==> config.mk <==
export PLATFORM = sky130hd
export DESIGN_NAME = lzw_ctrl
export DESIGN_NICKNAME = d
export VERILOG_FILES = /design/src/design/lzw_pkg.sv /design/src/design/lzw_ctrl.sv
export SDC_FILE = /design/constraint.sdc
export NUM_CORES = 1
export LEC_CHECK = 0
export BUFFER_PORTS_ARGS = -buffer_cell sky130_fd_sc_hd__buf_2
export CAP_MARGIN = 20
export CELL_PAD_IN_SITES_DETAIL_PLACEMENT = 1
export CELL_PAD_IN_SITES_GLOBAL_PLACEMENT = 2
export CORE_ASPECT_RATIO = 1.25
export CORE_MARGIN = 2
export CORE_UTILIZATION = 25
export CTS_CLUSTER_DIAMETER = 80
export CTS_CLUSTER_SIZE = 16
export DETAILED_ROUTE_END_ITERATION = 8
export GPL_ROUTABILITY_DRIVEN = 0
export PLACE_DENSITY = 0.81
export SYNTH_ARGS = -nofsm -noshare
export SYNTH_HDL_FRONTEND = slang
export SYNTH_SLANG_ARGS = --single-unit
==> constraint.sdc <==
create_clock -name clock -period 5.8 [get_ports clock]
set_input_delay 0.58 -clock clock [delete_from_list [all_inputs] [get_ports clock]]
set_output_delay 0.58 -clock clock [all_outputs]
set_load 0.1 [all_outputs]
==> src/design/lzw_pkg.sv <==
// constants, codes and shared types of the lzw encoder
// no dependencies
package lzw_pkg;

   localparam int TABLE_ENTRIES = 35023;
   localparam int MAX_CODE_BITS = 15;
   localparam int ADDR_W        = $clog2(TABLE_ENTRIES);
   localparam int CODE_W        = 15;
   localparam int NFREE_W       = MAX_CODE_BITS + 1;

   localparam logic [CODE_W-1:0]  CODE_END   = CODE_W'(256);
   localparam logic [CODE_W-1:0]  CODE_BUMP  = CODE_W'(257);
   localparam logic [CODE_W-1:0]  CODE_FLUSH = CODE_W'(258);
   localparam logic [NFREE_W-1:0] CODE_FIRST = NFREE_W'(259);
   localparam logic [NFREE_W-1:0] CODE_LIMIT = NFREE_W'((1 << MAX_CODE_BITS) - 1);
   localparam logic [3:0]         WIDTH_INIT = 4'd9;
   localparam logic [CODE_W-1:0]  THR_INIT   = CODE_W'(511);
   localparam logic [ADDR_W-1:0]  TABLE_LAST = ADDR_W'(TABLE_ENTRIES - 1);
   localparam logic [ADDR_W:0]    SLOT_COUNT = (ADDR_W+1)'(TABLE_ENTRIES);

   // one dictionary slot
   typedef struct packed {
      logic              used;
      logic [CODE_W-1:0] code;
      logic [CODE_W-1:0] parent;
      logic [7:0]        data;
   } entry_type;

   // commands from controller to datapath
   typedef struct packed {
      logic accept;
      logic clear_wr;
      logic probe_next;
      logic hit_take;
      logic store;
      logic code_used;
      logic emit_first;
      logic emit_second;
   } cmd_type;

   // status from datapath to controller
   typedef struct packed {
      logic prefix_valid;
      logic slot_used;
      logic slot_match;
      logic probe_last;
      logic clear_last;
      logic out_free;
      logic need_second;
      logic flush;
      logic end_item;
   } status_type;

endpackage

==> src/design/lzw_ctrl.sv <==
// controller state machine of the lzw encoder
// depends on lzw_pkg
module lzw_ctrl (
   input  logic                clock,
   input  logic                reset,
   input  logic                req_valid,
   input  logic                req_action,
   output logic                req_ready,
   input  lzw_pkg::status_type status,
   output lzw_pkg::cmd_type    cmd
);
   import lzw_pkg::*;

   typedef enum logic [5:0] {
      ST_CLEAR = 6'b000001,
      ST_IDLE  = 6'b000010,
      ST_PROBE = 6'b000100,
      ST_CHECK = 6'b001000,
      ST_OUT1  = 6'b010000,
      ST_OUT2  = 6'b100000
   } state_type;

   state_type state_ff, state_in;

   // state register
   always_ff @(posedge clock) begin
      if (reset) begin
         state_ff <= ST_CLEAR;
      end else begin
         state_ff <= state_in;
      end
   end

   assign req_ready = (state_ff == ST_IDLE);

   // next state and commands
   always_comb begin
      state_in = state_ff;
      cmd      = '0;
      unique case (state_ff)
         ST_CLEAR: begin
            cmd.clear_wr = 1'b1;
            if (status.clear_last) state_in = ST_IDLE;
         end
         ST_IDLE: begin
            if (req_valid) begin
               cmd.accept = 1'b1;
               if (req_action)                state_in = ST_OUT1;
               else if (status.prefix_valid)  state_in = ST_PROBE;
            end
         end
         ST_PROBE: begin
            state_in = ST_CHECK;
         end
         ST_CHECK: begin
            if (!status.slot_used) begin
               cmd.store     = 1'b1;
               cmd.code_used = 1'b1;
               state_in      = ST_OUT1;
            end else if (status.slot_match) begin
               cmd.hit_take = 1'b1;
               state_in     = ST_IDLE;
            end else if (status.probe_last) begin
               cmd.code_used = 1'b1;
               state_in      = ST_OUT1;
            end else begin
               cmd.probe_next = 1'b1;
               state_in       = ST_PROBE;
            end
         end
         ST_OUT1: begin
            if (status.out_free) begin
               cmd.emit_first = 1'b1;
               state_in = (status.end_item || status.need_second) ? ST_OUT2 : ST_IDLE;
            end
         end
         ST_OUT2: begin
            if (status.out_free) begin
               cmd.emit_second = 1'b1;
               state_in = (status.end_item || status.flush) ? ST_CLEAR : ST_IDLE;
            end
         end
         default: state_in = ST_CLEAR;
      endcase
   end

endmodule

==> impl_metrics.py <==
metrics = {
    "cts": {
        "ctsLongestPathBuffers": 2,
        "cts_resized": 0,
        "cts_sinks": 6,
        "post-cts-setup-buffers": 0,
        "cts_tree": "done",
        "clock_latency_ps": 230,
        "root_buffer": "clkbuf_4",
        "cts_hold_buf": 0,
        "path_clk_slew_ps": 40,
        "htree_levels": 1,
        "cts_made_buffers": 3,
    },
    "timing": {
        "setup_tns_ps": 0,
        "fin_crit_sh_pct": 48.4,
        "setup_violations": 0,
        "finalHoldViolCount": 0,
        "relSlewSlack_pct": 67.6,
        "layout_setup_ws_ps": 2990,
        "fin_skew_ps": 1.56,
        "rsz0062_at_grt": "false",
        "period_minus_slack_ps": 2810,
        "max_slew.worst_pin.slew_ps": 489,
        "fmax_mhz": 356,
        "slew_violations": 0,
    },
    "yosys": {
        "synth-async-reset-ratio_pct": 0,
        "netlist_area_um2": 520,
        "synth_area_per_cell_um2": 7.23,
        "ys_ff_latch": 6,
        "synth_cells": 72,
        "syn_nets": 85,
        "ys.flop_type": "dfxtp_1",
        "synth_cell_type_count": 35,
        "synth_edf_count": 0,
        "synth_warnings": 0,
        "synth_seq_area_share_pct": 23.1,
    },
    "power_and_ir_drop": {
        "finalPower_mw": 0.293,
        "max-vdd-ir-drop_uv": 127,
        "p_per_area_nw_per_um2": 451,
        "leakagePower_nw": 0.307,
    },
    "layout": {
        "final_util_pct": 32.8,
        "top_register": "state_ff",
        "nets": 108,
        "diodes": 0,
        "instances_no_fill": 113,
        "area_delta_synth_final_pct": 25.0,
        "layout_common_cells": "buf_2 (21), nor2_1 (12), a21oi_1 (6), dfxtp_1 (6)",
        "drive_above_1_share_pct": 33.3,
        "top_regs": "state_ff: 6 flops",
        "mostFrequentLayoutCell": "buf_2",
        "largest_reg_flops": 6,
    },
    "setup_path": {
        "critPathRequiredTime_ps": 5220,
        "crit_buf_inv": 2,
        "path_cells": "or4b_4, or3_4, clkinv_2, and2_1, buf_2",
        "arrival_ps": 2230,
        "critPathMaxFanout": 10,
        "crit_family": "simple AND/OR/NAND/NOR gates",
        "cpPeakStageDelay_ps": 580,
        "critPathSlowestCell": "or4b_4",
        "critPathKind": "reg -> out",
        "startpoint_type": "register",
        "end_kind": "output pin",
    },
    "floorplanning": {
        "ios": 22,
        "initial_core_util_pct": 26.3,
        "die_w_um": 44.8,
        "fp.dieH_um": 55.0,
        "coreArea_um2": 1980,
        "num_rows": 18,
        "die-area_um2": 2470,
    },
    "drt": {
        "routed_wl_um": 1630,
        "postRouteAntennaNets": 0,
        "dr.pass1.iters": 4,
        "drc": 0,
        "vias_per_cell": 5.47,
        "vias": 618,
        "wl_per_cell_um": 14.4,
        "drt_iter0_drc": 13,
    },
    "worst_hold_path": {
        "hold_class": "in -> reg",
    },
    "placement": {
        "dp.cells": 110,
        "hpwlAfterDp_um": 1320,
        "pre_cts_slack_ps": 3250,
        "io_buffers": 21,
    },
    "global_route": {
        "grt_max_degree": 11,
        "grt.overflow.total": 0,
        "grt_pass1_vias": 600,
        "antenna_found_initial": 0,
        "grtUsageTotal_pct": 14.4,
        "grt_first_pass_wirelength_um": 2570,
    },
    "job": {
        "max_cap_violations": 0,
    },
    "status": {
        "status": "finished, final reports clean",
    },
}
[cell type report]
cell class / count / area [um2]
Inverter: 5 / 20.0
Clock buffer: 3 / 22.5
Timing Repair Buffer: 21 / 105
Multi-Input combinational cell: 58 / 358
Fill cell: 271 / 1330
Sequential cell: 6 / 120
Tap cell: 20 / 25.0
[routing by layer]
layer	global-route usage, %	up-vias	wire (um)
li1	-	306	-
met1	16.0	290	688
met2	27.8	20	847
met3	3.25	2	72
met4	2.94	0	19
met5	0	-	0
[Yosys cell counts, types with 2 or more instances]
cell | number | area (um2)
nand3_1 | 2 | 10.0
nand3b_1 | 2 | 15.0
nor4_1 | 4 | 25.0
a21oi_1 | 6 | 30.0
nand2_1 | 4 | 15.0
nor4b_1 | 2 | 17.5
xor2_1 | 2 | 17.5
o21ai_0 | 4 | 20.0
dfxtp_1 | 6 | 120
inv_1 | 4 | 15.0
nor2_1 | 12 | 45.0
[power by group]
part	switching [mW]	internal, mW	total [mW]
combinational	0.129	0.0557	0.184
clock	0.0134	0.0233	0.0367
sequential	0.0211	0.0511	0.0721
total	0.163	0.130	0.293
[worst paths after layout]
path	startpoint	end	slack, ps	depth (start not counted)
min reg2reg	state_ff[5]$_SDFFE_PP0P_	state_ff[5]$_SDFFE_PP0P_	620	2
max	state_ff[4]$_SDFFE_PP0P_	cmd[7]	2990	5
max reg2reg	state_ff[3]$_SDFFE_PP0P_	state_ff[0]$_SDFFE_PP1P_	3800	5
min	reset	state_ff[5]$_SDFFE_PP0P_	570	2
[cells by family after synthesis]
logic type	Yosys count	share of synthesized area (%)
and+or+nand+nor	38	42.5
AOI/OAI and AO/OA	18	22.8
buffers and inverters	8	8.17
DFF	6	23.1
xor gates and xnor gates	2	3.37
[worst reg2reg max path: cells and delay by family (launching register included)]
kind | cells | cell delay (ps)
AOI/OAI and AO/OA | 2 | 400
DFF | 1 | 410
and+or+nand+nor | 3 | 1080
[through the flow]
step | hold WS, ps | area (um2)
after floorplan | 514 | 520
after global placement | 613 | 628
after detailed placement | 617 | 628
after CTS | 562 | 651
after global routing | 565 | 651
final | 566 | 651
(Power assumes the default switching activity.)
